## src/rtl/arp_cache_with_aging_unit_macros.svh

```systemverilog
// assertion macros for the arp cache with aging unit
`ifndef ARP_CACHE_WITH_AGING_UNIT_MACROS_SVH
`define ARP_CACHE_WITH_AGING_UNIT_MACROS_SVH

// same-cycle implication, checked on clk, off during reset
`define ARPC_ASSERT_NOW(lbl, ante, cons, msg) \
  lbl: assert property (@(posedge clk) disable iff (!rst_n) (ante) |-> (cons)) else $error(msg);

// next-cycle implication, checked on clk, off during reset
`define ARPC_ASSERT_NEXT(lbl, ante, cons, msg) \
  lbl: assert property (@(posedge clk) disable iff (!rst_n) (ante) |=> (cons)) else $error(msg);

`endif

```

## src/rtl/arpc_pkg.sv

```systemverilog
// shared types and constants of the arp cache
package arpc_pkg;

  localparam int ACT_W     = 2;
  localparam int IP_W      = 32;
  localparam int MAC_W     = 48;
  localparam int IDX_OUT_W = 4;
  localparam int EXP_W     = 15;

  localparam logic [EXP_W-1:0] EXP_RESET = 15'd15;

  typedef enum logic [ACT_W-1:0] {
    ACT_INSERT = 2'd0,
    ACT_LOOKUP = 2'd1,
    ACT_TICK   = 2'd2,
    ACT_NONE   = 2'd3
  } act_t;

  typedef enum logic [1:0] {
    ST_IDLE,
    ST_SCAN,
    ST_DONE
  } seq_state_t;

  // table controls from the sequencer
  typedef struct packed {
    logic rd_en;
    logic wr_en;
    logic clr_en;
  } tbl_ctl_t;

endpackage

```

## src/rtl/arpc_ifs.sv

```systemverilog
// valid/ready channel interfaces of the arp cache
interface arpc_in_if;
  logic                        valid;
  logic                        ready;
  logic [arpc_pkg::ACT_W-1:0]  action;
  logic [arpc_pkg::IP_W-1:0]   ip_addr;
  logic [arpc_pkg::MAC_W-1:0]  mac_addr;

  modport source (output valid, output action, output ip_addr, output mac_addr, input ready);
  modport sink   (input valid, input action, input ip_addr, input mac_addr, output ready);
endinterface

interface arpc_out_if;
  logic                            valid;
  logic                            ready;
  logic                            hit;
  logic                            table_full;
  logic [arpc_pkg::IDX_OUT_W-1:0]  entry_index;
  logic [arpc_pkg::MAC_W-1:0]      mac_out;

  modport source (output valid, output hit, output table_full, output entry_index,
                  output mac_out, input ready);
  modport sink   (input valid, input hit, input table_full, input entry_index,
                  input mac_out, output ready);
endinterface

```

## src/rtl/arp_cache_with_aging_unit.sv

```systemverilog
// top level of the arp binding cache with aging
//
//  channel  dir  handshake      payload
//  in_ch    in   valid/ready    action, ip_addr, mac_addr
//  out_ch   out  valid/ready    hit, table_full, entry_index, mac_out
//  cfg_*    in   cfg_we only    cfg_wdata = expire_ticks
//
// insert and lookup stop at the first hit, the unused action code skips the scan;
// a single slot compare unit fed by the memory read port checks one slot per cycle
// behind a registered read
// reset clears the valid bits and the time counter directly, no clearing pass
// a finished result waits in the output register while out_ch stalls; the next
// input beat is taken once the result has moved there
`include "arp_cache_with_aging_unit_macros.svh"

module arp_cache_with_aging_unit #(
  parameter int ENTRIES   = 16,
  parameter int TIME_BITS = 16
) (
  input  logic                        clk,
  input  logic                        rst_n,
  arpc_in_if.sink                     in_ch,
  arpc_out_if.source                  out_ch,
  input  logic                        cfg_we,
  input  logic [arpc_pkg::EXP_W-1:0]  cfg_wdata
);

  localparam int IDX_W = (ENTRIES > 1) ? $clog2(ENTRIES) : 1;

  // expiry setting, to be written only while the block is idle; the block does not enforce this
  logic [arpc_pkg::EXP_W-1:0] expire_r, expire_nxt;

  arpc_pkg::tbl_ctl_t         tbl_ctl;
  logic [IDX_W-1:0]           rd_addr;
  logic [IDX_W-1:0]           op_addr;
  arpc_pkg::act_t             act;
  logic [arpc_pkg::IP_W-1:0]  key_ip;
  logic [arpc_pkg::MAC_W-1:0] key_mac;
  logic [TIME_BITS-1:0]       cur_time;
  logic [arpc_pkg::IP_W-1:0]  rd_ip;
  logic [arpc_pkg::MAC_W-1:0] rd_mac;
  logic [TIME_BITS-1:0]       rd_stamp;
  logic                       op_valid;
  logic                       match;

  always_comb begin
    expire_nxt = cfg_we ? cfg_wdata : expire_r;
  end

  always_ff @(posedge clk) begin
    if (!rst_n) begin
      expire_r <= arpc_pkg::EXP_RESET;
    end else begin
      expire_r <= expire_nxt;
    end
  end

  // sequencer walks the slots and owns the result register
  arpc_seq #(
    .ENTRIES   (ENTRIES),
    .TIME_BITS (TIME_BITS)
  ) u_seq (
    .clk      (clk),
    .rst_n    (rst_n),
    .in_ch    (in_ch),
    .out_ch   (out_ch),
    .ctl      (tbl_ctl),
    .rd_addr  (rd_addr),
    .op_addr  (op_addr),
    .act      (act),
    .key_ip   (key_ip),
    .key_mac  (key_mac),
    .cur_time (cur_time),
    .match    (match),
    .rd_mac   (rd_mac)
  );

  // slot storage, registered read, write and clear at the compare slot
  arpc_table #(
    .ENTRIES   (ENTRIES),
    .TIME_BITS (TIME_BITS)
  ) u_table (
    .clk        (clk),
    .rst_n      (rst_n),
    .ctl        (tbl_ctl),
    .rd_addr    (rd_addr),
    .op_addr    (op_addr),
    .wr_ip      (key_ip),
    .wr_mac     (key_mac),
    .wr_stamp   (cur_time),
    .rd_ip_r    (rd_ip),
    .rd_mac_r   (rd_mac),
    .rd_stamp_r (rd_stamp),
    .op_valid   (op_valid)
  );

  // one compare per cycle: free slot, ip match or expired
  arpc_cmp #(
    .TIME_BITS (TIME_BITS)
  ) u_cmp (
    .act       (act),
    .key_ip    (key_ip),
    .ent_ip    (rd_ip),
    .ent_valid (op_valid),
    .ent_stamp (rd_stamp),
    .cur_time  (cur_time),
    .expire    (expire_r),
    .match     (match)
  );

  // assertions
  `ARPC_ASSERT_NEXT(a_busy_after_accept, rst_n && in_ch.valid && in_ch.ready, !in_ch.ready, "input taken again right after a beat")
  `ARPC_ASSERT_NOW(a_hit_not_full, out_ch.valid && out_ch.hit, !out_ch.table_full, "hit and table_full together")
  `ARPC_ASSERT_NOW(a_full_fields_zero, out_ch.valid && out_ch.table_full, (out_ch.entry_index == '0) && (out_ch.mac_out == '0), "full insert with nonzero fields")
  `ARPC_ASSERT_NEXT(a_cfg_write, rst_n && cfg_we, expire_r == $past(cfg_wdata), "expiry register missed a write")

endmodule

```

## src/rtl/arpc_table.sv

```systemverilog
// binding storage: ip, mac and stamp memories plus per-slot valid bits
module arpc_table #(
  parameter int ENTRIES   = 16,
  parameter int TIME_BITS = 16,
  localparam int IDX_W    = (ENTRIES > 1) ? $clog2(ENTRIES) : 1
) (
  input  logic                        clk,
  input  logic                        rst_n,
  input  arpc_pkg::tbl_ctl_t          ctl,
  input  logic [IDX_W-1:0]            rd_addr,
  input  logic [IDX_W-1:0]            op_addr,
  input  logic [arpc_pkg::IP_W-1:0]   wr_ip,
  input  logic [arpc_pkg::MAC_W-1:0]  wr_mac,
  input  logic [TIME_BITS-1:0]        wr_stamp,
  output logic [arpc_pkg::IP_W-1:0]   rd_ip_r,
  output logic [arpc_pkg::MAC_W-1:0]  rd_mac_r,
  output logic [TIME_BITS-1:0]        rd_stamp_r,
  output logic                        op_valid
);

  logic [arpc_pkg::IP_W-1:0]  ip_mem    [ENTRIES];
  logic [arpc_pkg::MAC_W-1:0] mac_mem   [ENTRIES];
  logic [TIME_BITS-1:0]       stamp_mem [ENTRIES];
  logic [ENTRIES-1:0]         valid_r;

  always_ff @(posedge clk) begin
    if (ctl.wr_en) begin
      ip_mem[op_addr]    <= wr_ip;
      mac_mem[op_addr]   <= wr_mac;
      stamp_mem[op_addr] <= wr_stamp;
    end
    if (ctl.rd_en) begin
      rd_ip_r    <= ip_mem[rd_addr];
      rd_mac_r   <= mac_mem[rd_addr];
      rd_stamp_r <= stamp_mem[rd_addr];
    end
  end

  always_ff @(posedge clk) begin
    if (!rst_n) begin
      valid_r <= '0;
    end else if (ctl.wr_en) begin
      valid_r[op_addr] <= 1'b1;
    end else if (ctl.clr_en) begin
      valid_r[op_addr] <= 1'b0;
    end
  end

  assign op_valid = valid_r[op_addr];

endmodule

```

## src/rtl/arpc_cmp.sv

```systemverilog
// shared slot test: free slot, ip match or expired age
module arpc_cmp #(
  parameter int TIME_BITS = 16
) (
  input  arpc_pkg::act_t              act,
  input  logic [arpc_pkg::IP_W-1:0]   key_ip,
  input  logic [arpc_pkg::IP_W-1:0]   ent_ip,
  input  logic                        ent_valid,
  input  logic [TIME_BITS-1:0]        ent_stamp,
  input  logic [TIME_BITS-1:0]        cur_time,
  input  logic [arpc_pkg::EXP_W-1:0]  expire,
  output logic                        match
);

  localparam int AGE_W = (TIME_BITS > arpc_pkg::EXP_W) ? TIME_BITS : arpc_pkg::EXP_W;

  logic [TIME_BITS-1:0] age;

  // age wraps with the time counter
  assign age = cur_time - ent_stamp;

  always_comb begin
    case (act)
      arpc_pkg::ACT_INSERT: match = !ent_valid;
      arpc_pkg::ACT_LOOKUP: match = ent_valid && (ent_ip == key_ip);
      arpc_pkg::ACT_TICK:   match = ent_valid && (AGE_W'(age) > AGE_W'(expire));
      default:              match = 1'b0;
    endcase
  end

endmodule

```

## src/rtl/arpc_seq.sv

```systemverilog
// scan sequencer: slot counter, time counter and result register
module arpc_seq #(
  parameter int ENTRIES   = 16,
  parameter int TIME_BITS = 16,
  localparam int IDX_W    = (ENTRIES > 1) ? $clog2(ENTRIES) : 1
) (
  input  logic                        clk,
  input  logic                        rst_n,
  arpc_in_if.sink                     in_ch,
  arpc_out_if.source                  out_ch,
  output arpc_pkg::tbl_ctl_t          ctl,
  output logic [IDX_W-1:0]            rd_addr,
  output logic [IDX_W-1:0]            op_addr,
  output arpc_pkg::act_t              act,
  output logic [arpc_pkg::IP_W-1:0]   key_ip,
  output logic [arpc_pkg::MAC_W-1:0]  key_mac,
  output logic [TIME_BITS-1:0]        cur_time,
  input  logic                        match,
  input  logic [arpc_pkg::MAC_W-1:0]  rd_mac
);

  localparam int CNT_W     = $clog2(ENTRIES + 1);
  localparam int OUT_IDX_W = arpc_pkg::IDX_OUT_W;

  arpc_pkg::seq_state_t       state_r, state_nxt;
  arpc_pkg::act_t             act_r, act_nxt;
  logic [arpc_pkg::IP_W-1:0]  ip_r, ip_nxt;
  logic [arpc_pkg::MAC_W-1:0] mac_r, mac_nxt;
  logic [TIME_BITS-1:0]       time_r, time_nxt;
  logic [CNT_W-1:0]           cnt_r, cnt_nxt;
  logic                       cmp_vld_r, cmp_vld_nxt;
  logic [IDX_W-1:0]           cmp_idx_r, cmp_idx_nxt;
  logic                       res_hit_r, res_hit_nxt;
  logic                       res_full_r, res_full_nxt;
  logic [IDX_W-1:0]           res_idx_r, res_idx_nxt;
  logic [arpc_pkg::MAC_W-1:0] res_mac_r, res_mac_nxt;
  logic                       ov_r, ov_nxt;
  logic                       o_hit_r, o_hit_nxt;
  logic                       o_full_r, o_full_nxt;
  logic [OUT_IDX_W-1:0]       o_idx_r, o_idx_nxt;
  logic [arpc_pkg::MAC_W-1:0] o_mac_r, o_mac_nxt;

  always_ff @(posedge clk) begin
    if (!rst_n) begin
      state_r   <= arpc_pkg::ST_IDLE;
      time_r    <= '0;
      cmp_vld_r <= 1'b0;
      ov_r      <= 1'b0;
    end else begin
      state_r   <= state_nxt;
      time_r    <= time_nxt;
      cmp_vld_r <= cmp_vld_nxt;
      ov_r      <= ov_nxt;
    end
  end

  always_ff @(posedge clk) begin
    act_r      <= act_nxt;
    ip_r       <= ip_nxt;
    mac_r      <= mac_nxt;
    cnt_r      <= cnt_nxt;
    cmp_idx_r  <= cmp_idx_nxt;
    res_hit_r  <= res_hit_nxt;
    res_full_r <= res_full_nxt;
    res_idx_r  <= res_idx_nxt;
    res_mac_r  <= res_mac_nxt;
    o_hit_r    <= o_hit_nxt;
    o_full_r   <= o_full_nxt;
    o_idx_r    <= o_idx_nxt;
    o_mac_r    <= o_mac_nxt;
  end

  always_comb begin
    state_nxt    = state_r;
    act_nxt      = act_r;
    ip_nxt       = ip_r;
    mac_nxt      = mac_r;
    time_nxt     = time_r;
    cnt_nxt      = cnt_r;
    cmp_vld_nxt  = cmp_vld_r;
    cmp_idx_nxt  = cmp_idx_r;
    res_hit_nxt  = res_hit_r;
    res_full_nxt = res_full_r;
    res_idx_nxt  = res_idx_r;
    res_mac_nxt  = res_mac_r;
    ov_nxt       = ov_r && !out_ch.ready;
    o_hit_nxt    = o_hit_r;
    o_full_nxt   = o_full_r;
    o_idx_nxt    = o_idx_r;
    o_mac_nxt    = o_mac_r;
    ctl          = '0;

    case (state_r)
      arpc_pkg::ST_IDLE: begin
        if (in_ch.valid) begin
          act_nxt      = arpc_pkg::act_t'(in_ch.action);
          ip_nxt       = in_ch.ip_addr;
          mac_nxt      = in_ch.mac_addr;
          cnt_nxt      = '0;
          cmp_vld_nxt  = 1'b0;
          res_hit_nxt  = 1'b0;
          res_full_nxt = 1'b0;
          res_idx_nxt  = '0;
          res_mac_nxt  = '0;
          // tick advances time before the age scan
          if (in_ch.action == arpc_pkg::ACT_TICK) begin
            time_nxt = time_r + TIME_BITS'(1);
          end
          if (in_ch.action == arpc_pkg::ACT_NONE) begin
            state_nxt = arpc_pkg::ST_DONE;
          end else begin
            state_nxt = arpc_pkg::ST_SCAN;
          end
        end
      end

      arpc_pkg::ST_SCAN: begin
        // read stage: one slot per cycle
        if (cnt_r < CNT_W'(ENTRIES)) begin
          ctl.rd_en   = 1'b1;
          cnt_nxt     = cnt_r + CNT_W'(1);
          cmp_vld_nxt = 1'b1;
          cmp_idx_nxt = cnt_r[IDX_W-1:0];
        end else begin
          cmp_vld_nxt = 1'b0;
        end
        // compare stage on the slot read last cycle
        if (cmp_vld_r) begin
          case (act_r)
            arpc_pkg::ACT_INSERT: begin
              if (match) begin
                ctl.wr_en   = 1'b1;
                res_idx_nxt = cmp_idx_r;
                state_nxt   = arpc_pkg::ST_DONE;
              end
            end
            arpc_pkg::ACT_LOOKUP: begin
              if (match) begin
                res_hit_nxt = 1'b1;
                res_idx_nxt = cmp_idx_r;
                res_mac_nxt = rd_mac;
                state_nxt   = arpc_pkg::ST_DONE;
              end
            end
            arpc_pkg::ACT_TICK: begin
              ctl.clr_en = match;
            end
            default: begin
            end
          endcase
          if ((cmp_idx_r == IDX_W'(ENTRIES - 1)) && (state_nxt == arpc_pkg::ST_SCAN)) begin
            state_nxt    = arpc_pkg::ST_DONE;
            res_full_nxt = (act_r == arpc_pkg::ACT_INSERT);
          end
        end
      end

      arpc_pkg::ST_DONE: begin
        if (!ov_r || out_ch.ready) begin
          ov_nxt     = 1'b1;
          o_hit_nxt  = res_hit_r;
          o_full_nxt = res_full_r;
          o_idx_nxt  = OUT_IDX_W'(res_idx_r);
          o_mac_nxt  = res_mac_r;
          state_nxt  = arpc_pkg::ST_IDLE;
        end
      end

      default: begin
        state_nxt = arpc_pkg::ST_IDLE;
      end
    endcase
  end

  assign in_ch.ready        = (state_r == arpc_pkg::ST_IDLE);
  assign out_ch.valid       = ov_r;
  assign out_ch.hit         = o_hit_r;
  assign out_ch.table_full  = o_full_r;
  assign out_ch.entry_index = o_idx_r;
  assign out_ch.mac_out     = o_mac_r;

  assign rd_addr  = cnt_r[IDX_W-1:0];
  assign op_addr  = cmp_idx_r;
  assign act      = act_r;
  assign key_ip   = ip_r;
  assign key_mac  = mac_r;
  assign cur_time = time_r;

endmodule

```

## src/flat_wrapper.sv

```systemverilog
// flat-port wrapper written by rule: the top's interface ports become plain ports
module arp_cache_with_aging_unit_flat 
#(
  parameter int ENTRIES   = 16,
  parameter int TIME_BITS = 16
)
  (clk, rst_n, cfg_we, cfg_wdata, in_ch_valid, in_ch_action, in_ch_ip_addr, in_ch_mac_addr, in_ch_ready, out_ch_valid, out_ch_hit, out_ch_table_full, out_ch_entry_index, out_ch_mac_out, out_ch_ready);
  arpc_in_if in_ch_i ();
  arpc_out_if out_ch_i ();
  input  logic clk;
  input  logic rst_n;
  input  logic cfg_we;
  input  logic [arpc_pkg::EXP_W-1:0] cfg_wdata;
  input wire logic [$bits(in_ch_i.valid)-1:0] in_ch_valid;
  input wire logic [$bits(in_ch_i.action)-1:0] in_ch_action;
  input wire logic [$bits(in_ch_i.ip_addr)-1:0] in_ch_ip_addr;
  input wire logic [$bits(in_ch_i.mac_addr)-1:0] in_ch_mac_addr;
  output wire logic [$bits(in_ch_i.ready)-1:0] in_ch_ready;
  output wire logic [$bits(out_ch_i.valid)-1:0] out_ch_valid;
  output wire logic [$bits(out_ch_i.hit)-1:0] out_ch_hit;
  output wire logic [$bits(out_ch_i.table_full)-1:0] out_ch_table_full;
  output wire logic [$bits(out_ch_i.entry_index)-1:0] out_ch_entry_index;
  output wire logic [$bits(out_ch_i.mac_out)-1:0] out_ch_mac_out;
  input wire logic [$bits(out_ch_i.ready)-1:0] out_ch_ready;
  assign in_ch_i.valid = in_ch_valid;
  assign in_ch_i.action = in_ch_action;
  assign in_ch_i.ip_addr = in_ch_ip_addr;
  assign in_ch_i.mac_addr = in_ch_mac_addr;
  assign in_ch_ready = in_ch_i.ready;
  assign out_ch_valid = out_ch_i.valid;
  assign out_ch_hit = out_ch_i.hit;
  assign out_ch_table_full = out_ch_i.table_full;
  assign out_ch_entry_index = out_ch_i.entry_index;
  assign out_ch_mac_out = out_ch_i.mac_out;
  assign out_ch_i.ready = out_ch_ready;
  arp_cache_with_aging_unit #(.ENTRIES(ENTRIES), .TIME_BITS(TIME_BITS)) u_core (.clk(clk), .rst_n(rst_n), .in_ch(in_ch_i), .out_ch(out_ch_i), .cfg_we(cfg_we), .cfg_wdata(cfg_wdata));
endmodule
```

## config.mk

```make
export PLATFORM = sky130hd
export DESIGN_NAME = arp_cache_with_aging_unit_flat
export DESIGN_NICKNAME = d
export VERILOG_FILES = /design/src/rtl/arpc_pkg.sv /design/src/rtl/arpc_ifs.sv /design/src/rtl/arp_cache_with_aging_unit.sv /design/src/rtl/arpc_table.sv /design/src/rtl/arpc_cmp.sv /design/src/rtl/arpc_seq.sv /design/src/flat_wrapper.sv
export VERILOG_INCLUDE_DIRS = /design/src /design/src/rtl
export SDC_FILE = /design/constraint.sdc
export NUM_CORES = 2
export LEC_CHECK = 0
export BUFFER_PORTS_ARGS = -buffer_cell sky130_fd_sc_hd__buf_2
export CORE_UTILIZATION = 41
export CTS_BUF_LIST = sky130_fd_sc_hd__clkbuf_16
export CTS_CLUSTER_SIZE = 12
export DETAILED_ROUTE_END_ITERATION = 8
export PLACE_DENSITY = 0.53
export SLEW_MARGIN = 30
export SYNTH_ARGS = -nofsm -noshare
export SYNTH_HDL_FRONTEND = slang
export SYNTH_SLANG_ARGS = --single-unit
```

## constraint.sdc

```tcl
create_clock -name clk -period 13.17 [get_ports clk]
set_input_delay 0.6585 -clock clk [delete_from_list [all_inputs] [get_ports clk]]
set_output_delay 0.6585 -clock clk [all_outputs]
set_load 0.02 [all_outputs]
```

Word-level counts from Yosys, hierarchy flattened
Memory sizes are Yosys's and may differ from the RTL's. A register that Yosys moved wholly into a read port is not among the register bits.
Cells that the tools add are included.
{ "classes": {"addsub": 3, "n_lt_le_gt_ge": 4, "n_eq_ne": 17, "muxes": 49, "bitwise": 3, "reduce_logical": 24} }
{ "op_table": {"columns": ["op", "count"], "rows": [
  ["$mux 48", 4],
  ["$pmux 48 s2", 1],
  ["$eq 32x32->1", 1],
  ["$mux 16", 2],
  ["$mux 2", 10],
  ["$add 16x1->16 const B", 1],
  ["$and 16x16->16", 1],
  ["$gt 16x15->1", 1],
  ["$mux 1", 16],
  ["$mux 4", 4],
  ["$ne 2x2->1 const B", 8],
  ["$not 16->16", 1],
  ["$or 16x16->16", 1],
  ["$sub 16x16->16", 1],
  ["$mux 5", 2],
  ["$pmux 5 s2", 1],
  ["$reduce_and 5->1", 2],
  ["$reduce_and 3->1", 3],
  ["$eq 2x2->1 const B", 4],
  ["$pmux 4 s2", 1],
  ["$reduce_and 2->1", 4],
  ["$eq 2x1->1 const B", 3],
  ["$pmux 1 s2", 3],
  ["$pmux 2 s3", 1],
  ["other kinds (16)", 24]
]} }
{ "totals": {"ff_bits": 250, "ramBits": 1536, "n_memories": 3} }
{ "memory_table": {"columns": ["name", "depth", "word_bits", "rd", "rd_clocked_by_memory_dff", "write_ports", "line_no", "text"], "rows": [
  ["u_core.u_table.mac_mem", 16, 48, 1, 1, 1, "arpc_table.sv:22", "logic [arpc_pkg::MAC_W-1:0] mac_mem [ENTRIES];"],
  ["u_core.u_table.ip_mem", 16, 32, 1, 1, 1, "arpc_table.sv:21", "logic [arpc_pkg::IP_W-1:0] ip_mem [ENTRIES];"],
  ["u_core.u_table.stamp_mem", 16, 16, 1, 1, 1, "arpc_table.sv:23", "logic [TIME_BITS-1:0] stamp_mem [ENTRIES];"]
]} }

Logic depth before layout (Yosys ltp)
{ "depth": {"ltp_word": 13, "ltp_mapped": 22} }

By module
Synthesis repeated with hierarchy kept, for this count alone.
{ "hier_totals": {"hier_cells": 3205, "area_unflattened_um2": 70620.2} }
{ "modules_own_cells": {"columns": ["module", "n_inst", "cells_each", "area_per_inst_um2", "seq_area_each_um2"], "rows": [
  ["arpc_table", 1, 2529, 60956.0, 49327.3],
  ["arpc_seq", 1, 401, 7479.7, 6376.1],
  ["arpc_cmp", 1, 227, 1615.3, 0.0],
  ["arp_cache_with_aging_unit", 1, 48, 569.3, 300.3]
]} }

Worst setup path after synthesis
OpenSTA, ideal clock, no wires.
{ "synth_timing": {"path_kind": "reg-to-reg", "startpoint": "register u_core.u_seq.time_r[0], in the netlist u_core.u_seq.cur_time[0]", "endpoint": "memory u_core.u_table.ip_mem[10][0] (netlist bit) (enable)", "arrival_ns": 10.596, "t_required_ns": 12.502, "slack_ns": 1.906, "stages_incl_launch_ff": 22, "n_path_buf": 1, "period_less_slack_ns": 11.264, "path_cell_list": "dfxtp_1 > inv_1 > ha_1 > fa_1 > nor2b_1 > o21ai_0 > a21boi_0 > o221ai_1 > o21ai_0 > o21a_1 > nor2_1 > xnor2_1 > ha_1 > nand4_1 > nor3_1 > a21boi_0 > o32ai_1 > o31ai_1 > a32o_1 > buf_2 > nand3_1 > nor3_1"} }
{ "synth_via": {"elab_chain_len": 10} }
{ "synth_lines": {"columns": ["element", "line_no", "text"], "rows": [
  ["from (decl)", "arpc_seq.sv:29", "logic [TIME_BITS-1:0] time_r, time_nxt;"],
  ["from (signal assigned)", "arpc_seq.sv:51", "time_r <= time_nxt;"],
  ["$sub 16x16->16", "arpc_cmp.sv:20", "assign age = cur_time - ent_stamp;"],
  ["$gt 16x15->1", "arpc_cmp.sv:26", "arpc_pkg::ACT_TICK: match = ent_valid && (AGE_W'(age) > AGE_W'(expire));"],
  ["$logic_and 1x1->1", "arpc_cmp.sv:26", null],
  ["$pmux 1 s3", "arpc_cmp.sv:23", "case (act)"],
  ["$mux 1", "arpc_seq.sv:131", "if (match) begin"],
  ["$mux 1", "arpc_seq.sv:129", "case (act_r)"],
  ["$mux 2", "arpc_seq.sv:128", "if (cmp_vld_r) begin"],
  ["$mux 3", "arpc_seq.sv:93", "case (state_r)"],
  ["$mux 1", "arpc_table.sv:27", "if (ctl.wr_en) begin"],
  ["$mux 1 (not written as such)", "arpc_table.sv:28", "ip_mem[op_addr] <= wr_ip;"],
  ["to (decl)", "arpc_table.sv:21", null]
]} }
Every way passes these cells.

Worst setup path after layout
{ "layout_timing": {"startpoint": "register u_core.u_seq.time_r[0], in the netlist u_core.u_seq.cur_time[0]", "endpoint": "memory u_core.u_table.mac_mem[8][43] (netlist bit) (enable)"} }
{ "layout_via": {"elab_chain_len": 10} }
{ "layout_lines": {"columns": ["element", "line_no", "text"], "rows": [
  ["$sub 16x16->16", "arpc_cmp.sv:20", null],
  ["$gt 16x15->1", "arpc_cmp.sv:26", null],
  ["$logic_and 1x1->1", "arpc_cmp.sv:26", null],
  ["$pmux 1 s3", "arpc_cmp.sv:23", null],
  ["$mux 1", "arpc_seq.sv:131", null],
  ["$mux 1", "arpc_seq.sv:129", null],
  ["$mux 2", "arpc_seq.sv:128", null],
  ["$mux 3", "arpc_seq.sv:93", null],
  ["$mux 1", "arpc_table.sv:27", null],
  ["$mux 1 (not written as such)", "arpc_table.sv:29", "mac_mem[op_addr] <= wr_mac;"],
  ["to (decl)", "arpc_table.sv:22", null]
]} }
Every way passes these cells.

==> results.sh <==
export IMPL_status="complete, but fails checks"
export IMPL_violations="DRC"
export IMPL_worst_slack_ps=4780
export IMPL_final_cells=5790
export IMPL_timing_final_crit_share=0.637
export IMPL_core_rowCount=152
export IMPL_antenna_found_initial=2
export IMPL_gp_congestion=0.749
export IMPL_power_switching_mw=3.10
export IMPL_clkSlewWorstSetupHoldPaths_ps=60
export IMPL_post_cts_resize_count=0
export IMPL_cts_tree="done"
export IMPL_syn_area_um2=70800
export IMPL_wl_per_cell_um=27.6
export IMPL_preCtsSetupSlack_ps=4760
export IMPL_grt_max_degree=150
export IMPL_postSynthCellCount=3006
export IMPL_seqCellArea_um2=56000
export IMPL_cts_root_buf="clkbuf_16"
export IMPL_p_int_mw=10.3
export IMPL_fill_cells=14000
export IMPL_met3WireLength_mm=6.75
export IMPL_start_util=0.413
export IMPL_cts_hold_buf=64
export IMPL_critPathTopFamily="compound AO/OA/AOI/OAI gates"
export IMPL_fin_crit_ps=8390
export IMPL_slew_headroom=0.255
export IMPL_top_layer="met4"
export IMPL_final_layout_size_suffix_gt1_frac=0.274
export IMPL_worstMarginPinSlew_ps=1120
export IMPL_viasPerCell=5.45
export IMPL_routed_wl_mm=160
export IMPL_final_util=0.473
export IMPL_vias=31500
export IMPL_p_comb_frac=0.106
export IMPL_core_um2=172000
export IMPL_maxCapViolCount=0
export IMPL_ys_flop_type="edfxtp_1"
export IMPL_overflow=0
export IMPL_crit_chain="inv_1 -> ha_1 -> fa_1 -> nor2b_1 -> o21ai_0 -> a21boi_0 -> o221ai_1 -> o21ai_0 -> o21a_1 -> nor2_1 -> xnor2_1 -> ha_1 -> nand4_1 -> nor3_1 -> a21boi_0 -> o32ai_1 -> o31ai_1 -> a32o_1 -> and3_1 -> and3_4 -> buf_4 -> buf_4"
export IMPL_final_setup_skew_ps=33.2
export IMPL_clockPowerShare=0.376
export IMPL_hp_class="in2reg"
export IMPL_arrival_ps=8830
export IMPL_grt_usage=0.185
export IMPL_clkSinkCount=1882
export IMPL_slew_violations=0
export IMPL_area_delta_synth_final_pct=14.6
export IMPL_dieHeight_um=418
export IMPL_worstSetupPathType="reg2reg"
export IMPL_hold_viol=0
export IMPL_yosys_register_bits=1882
export IMPL_max_stage_delay_ps=820
export IMPL_drt_met1_wl_mm=71.1
export IMPL_dp_hpwl_mm=79.4
export IMPL_setup_tns_ps=0
export IMPL_synth_seq_area_share=0.791
export IMPL_synth_nets=3145
export IMPL_die_x_um=418
export IMPL_grt_setup_unrepaired="no"
export IMPL_p_seq_frac=0.519
export IMPL_power_density_nw_per_um2=165
export IMPL_synth_edf_count=1831
export IMPL_multi_input_area_um2=14200
export IMPL_die_area_um2=174000
export IMPL_max_freq_mhz=119
export IMPL_synthDistinctLibCells=55
export IMPL_cp_end_kind="flop"
export IMPL_dr_wl_met2_mm=78.8
export IMPL_cp_start_kind="flop"
export IMPL_antenna_cells=0
export IMPL_ant_nets=0
export IMPL_p_leak_nw=25.1
export IMPL_grt_pass1_wl_mm=234
export IMPL_insertion_delay_ps=830
export IMPL_numCtsBuffers=194
export IMPL_io_buffer_count=157
export IMPL_peakVddDrop_mv=0.138
export IMPL_final_nets=3479
export IMPL_swShare=0.232
export IMPL_critical_path_required_ps=13610
export IMPL_h_tree_depth=4
export IMPL_ios=158
export IMPL_firstDrtPassIters=7
export IMPL_place_inst=5387
export IMPL_drtIter0Drc=2831
export IMPL_setup_violations=0
export IMPL_synthArstFlopShare=0
export IMPL_avgSynthCellArea_um2=23.6
export IMPL_post_cts_setup_buffers=0
export IMPL_cp_buffers_inverters=3
export IMPL_drc=1
export IMPL_cts_buffer_depth=3
export IMPL_slowest_stage="and3_1"
export IMPL_cp_max_fo=42
export IMPL_grt_pass1_vias=33600
export IMPL_yosysWarnings=0
-- cells in the final DEF (no fill, tap or decap), types with 45 or more instances in the layout --
master	instances
nand2_1	45
inv_1	93
dlygate4sd3_1	64
and2_1	71
buf_2	156
xnor2_1	54
clkbuf_16	195
clkinv_1	45
dfxtp_1	50
mux4_2	484
edfxtp_1	1831
-- cells in the mapped netlist (all sizes together) (24+ instances only) --
| cell | count | area [um2] |
|---|---|---|
| mux4 | 484 | 10900 |
| buf | 42 | 193 |
| and2 | 73 | 457 |
| edfxtp | 1831 | 55000 |
| inv | 39 | 146 |
| clkbuf | 91 | 342 |
| nor2b | 24 | 150 |
| ha | 36 | 450 |
| a21oi | 32 | 160 |
| dfxtp | 51 | 1020 |
| xnor2 | 54 | 473 |
| nand2 | 45 | 169 |
| nor2 | 29 | 109 |
-- cells by family (layout without fill, tap and decap cells) --
family,count (synthesis),in the layout,share of synthesized area
adder cells (fa/ha/maj),37,37,0.00664
flip-flops,1882,1882,0.791
multiplexers,497,497,0.156
buffers and inverters,172,646,0.00961
AND/OR/NAND/NOR,257,257,0.0199
AO/OA/AOI/OAI,99,99,0.00965
XOR/XNOR,62,62,0.00767
-- state kept, by name, indices dropped and copies added, names as in the netlist, 15 cells and up, named ones only --
register and cells:
u_core.u_table.mac_mem 768, u_core.u_seq.res_mac_r 48, u_core.u_seq.out_ch.mac_out 48, u_core.u_seq.cur_time 16, u_core.u_table.rd_stamp_r 16, u_core.u_seq.key_mac 48, u_core.u_table.stamp_mem 256, u_core.u_table.ip_mem 512
u_core.u_table.rd_ip_r 32, u_core.u_table.rd_mac_r 48, u_core.expire_r 15, u_core.u_seq.key_ip 32
-- final timing paths --
| kind | from | endpoint | slack [ps] | cells after the start |
|---|---|---|---|---|
| worst max register to register | u_core.u_seq.cur_time[0] | u_core.u_table.mac_mem[8][43] | 4780 | 22 |
| worst max-delay path | u_core.u_seq.cur_time[0] | u_core.u_table.mac_mem[8][43] | 4780 | 22 |
| worst min-delay path | in_ch_mac_addr[4] | u_core.u_seq.key_mac[4] | 70 | 1 |
| worst min register to register | u_core.u_seq.res_mac_r[1] | u_core.u_seq.out_ch.mac_out[1] | 410 | 0 |
-- routing by layer --
layer  vias to the layer above  global-route usage
met4                         0              0.0460
met2                       778               0.304
met1                     17200               0.260
met3                       199              0.0275
li1                      13400                   -
met5                         -                   0
-- stage by stage --
step           hold slack, ps  power [mW]  cell area (um2)
5_1_grt                  16.5        13.8            81200
6_report                 70.1        13.4            81200
3_5_place_dp              405        8.49            74700
4_1_cts                  5.49        13.5            81100
3_3_place_gp              402        8.46            74600
2_1_floorplan             400        8.02            70800
-- power groups by stage --
stage	clock [mW]	combinational, mW	sequential [mW]
after floorplan	0	1.01	7.00
after global placement	0	1.42	7.05
after detailed placement	0	1.43	7.06
after CTS	5.14	1.45	6.94
after global routing	5.35	1.52	6.95
final	5.02	1.41	6.93
-- area by class of cell --
class	count	area share
Inverter	39	0.00183
Timing Repair Buffer	271	0.0258
Tap cell	2310	0.0356
Clock inverter	141	0.0113
Multi-Input combinational cell	952	0.176
Clock buffer	195	0.0601
Sequential cell	1882	0.690
(Power assumes the default switching activity.)
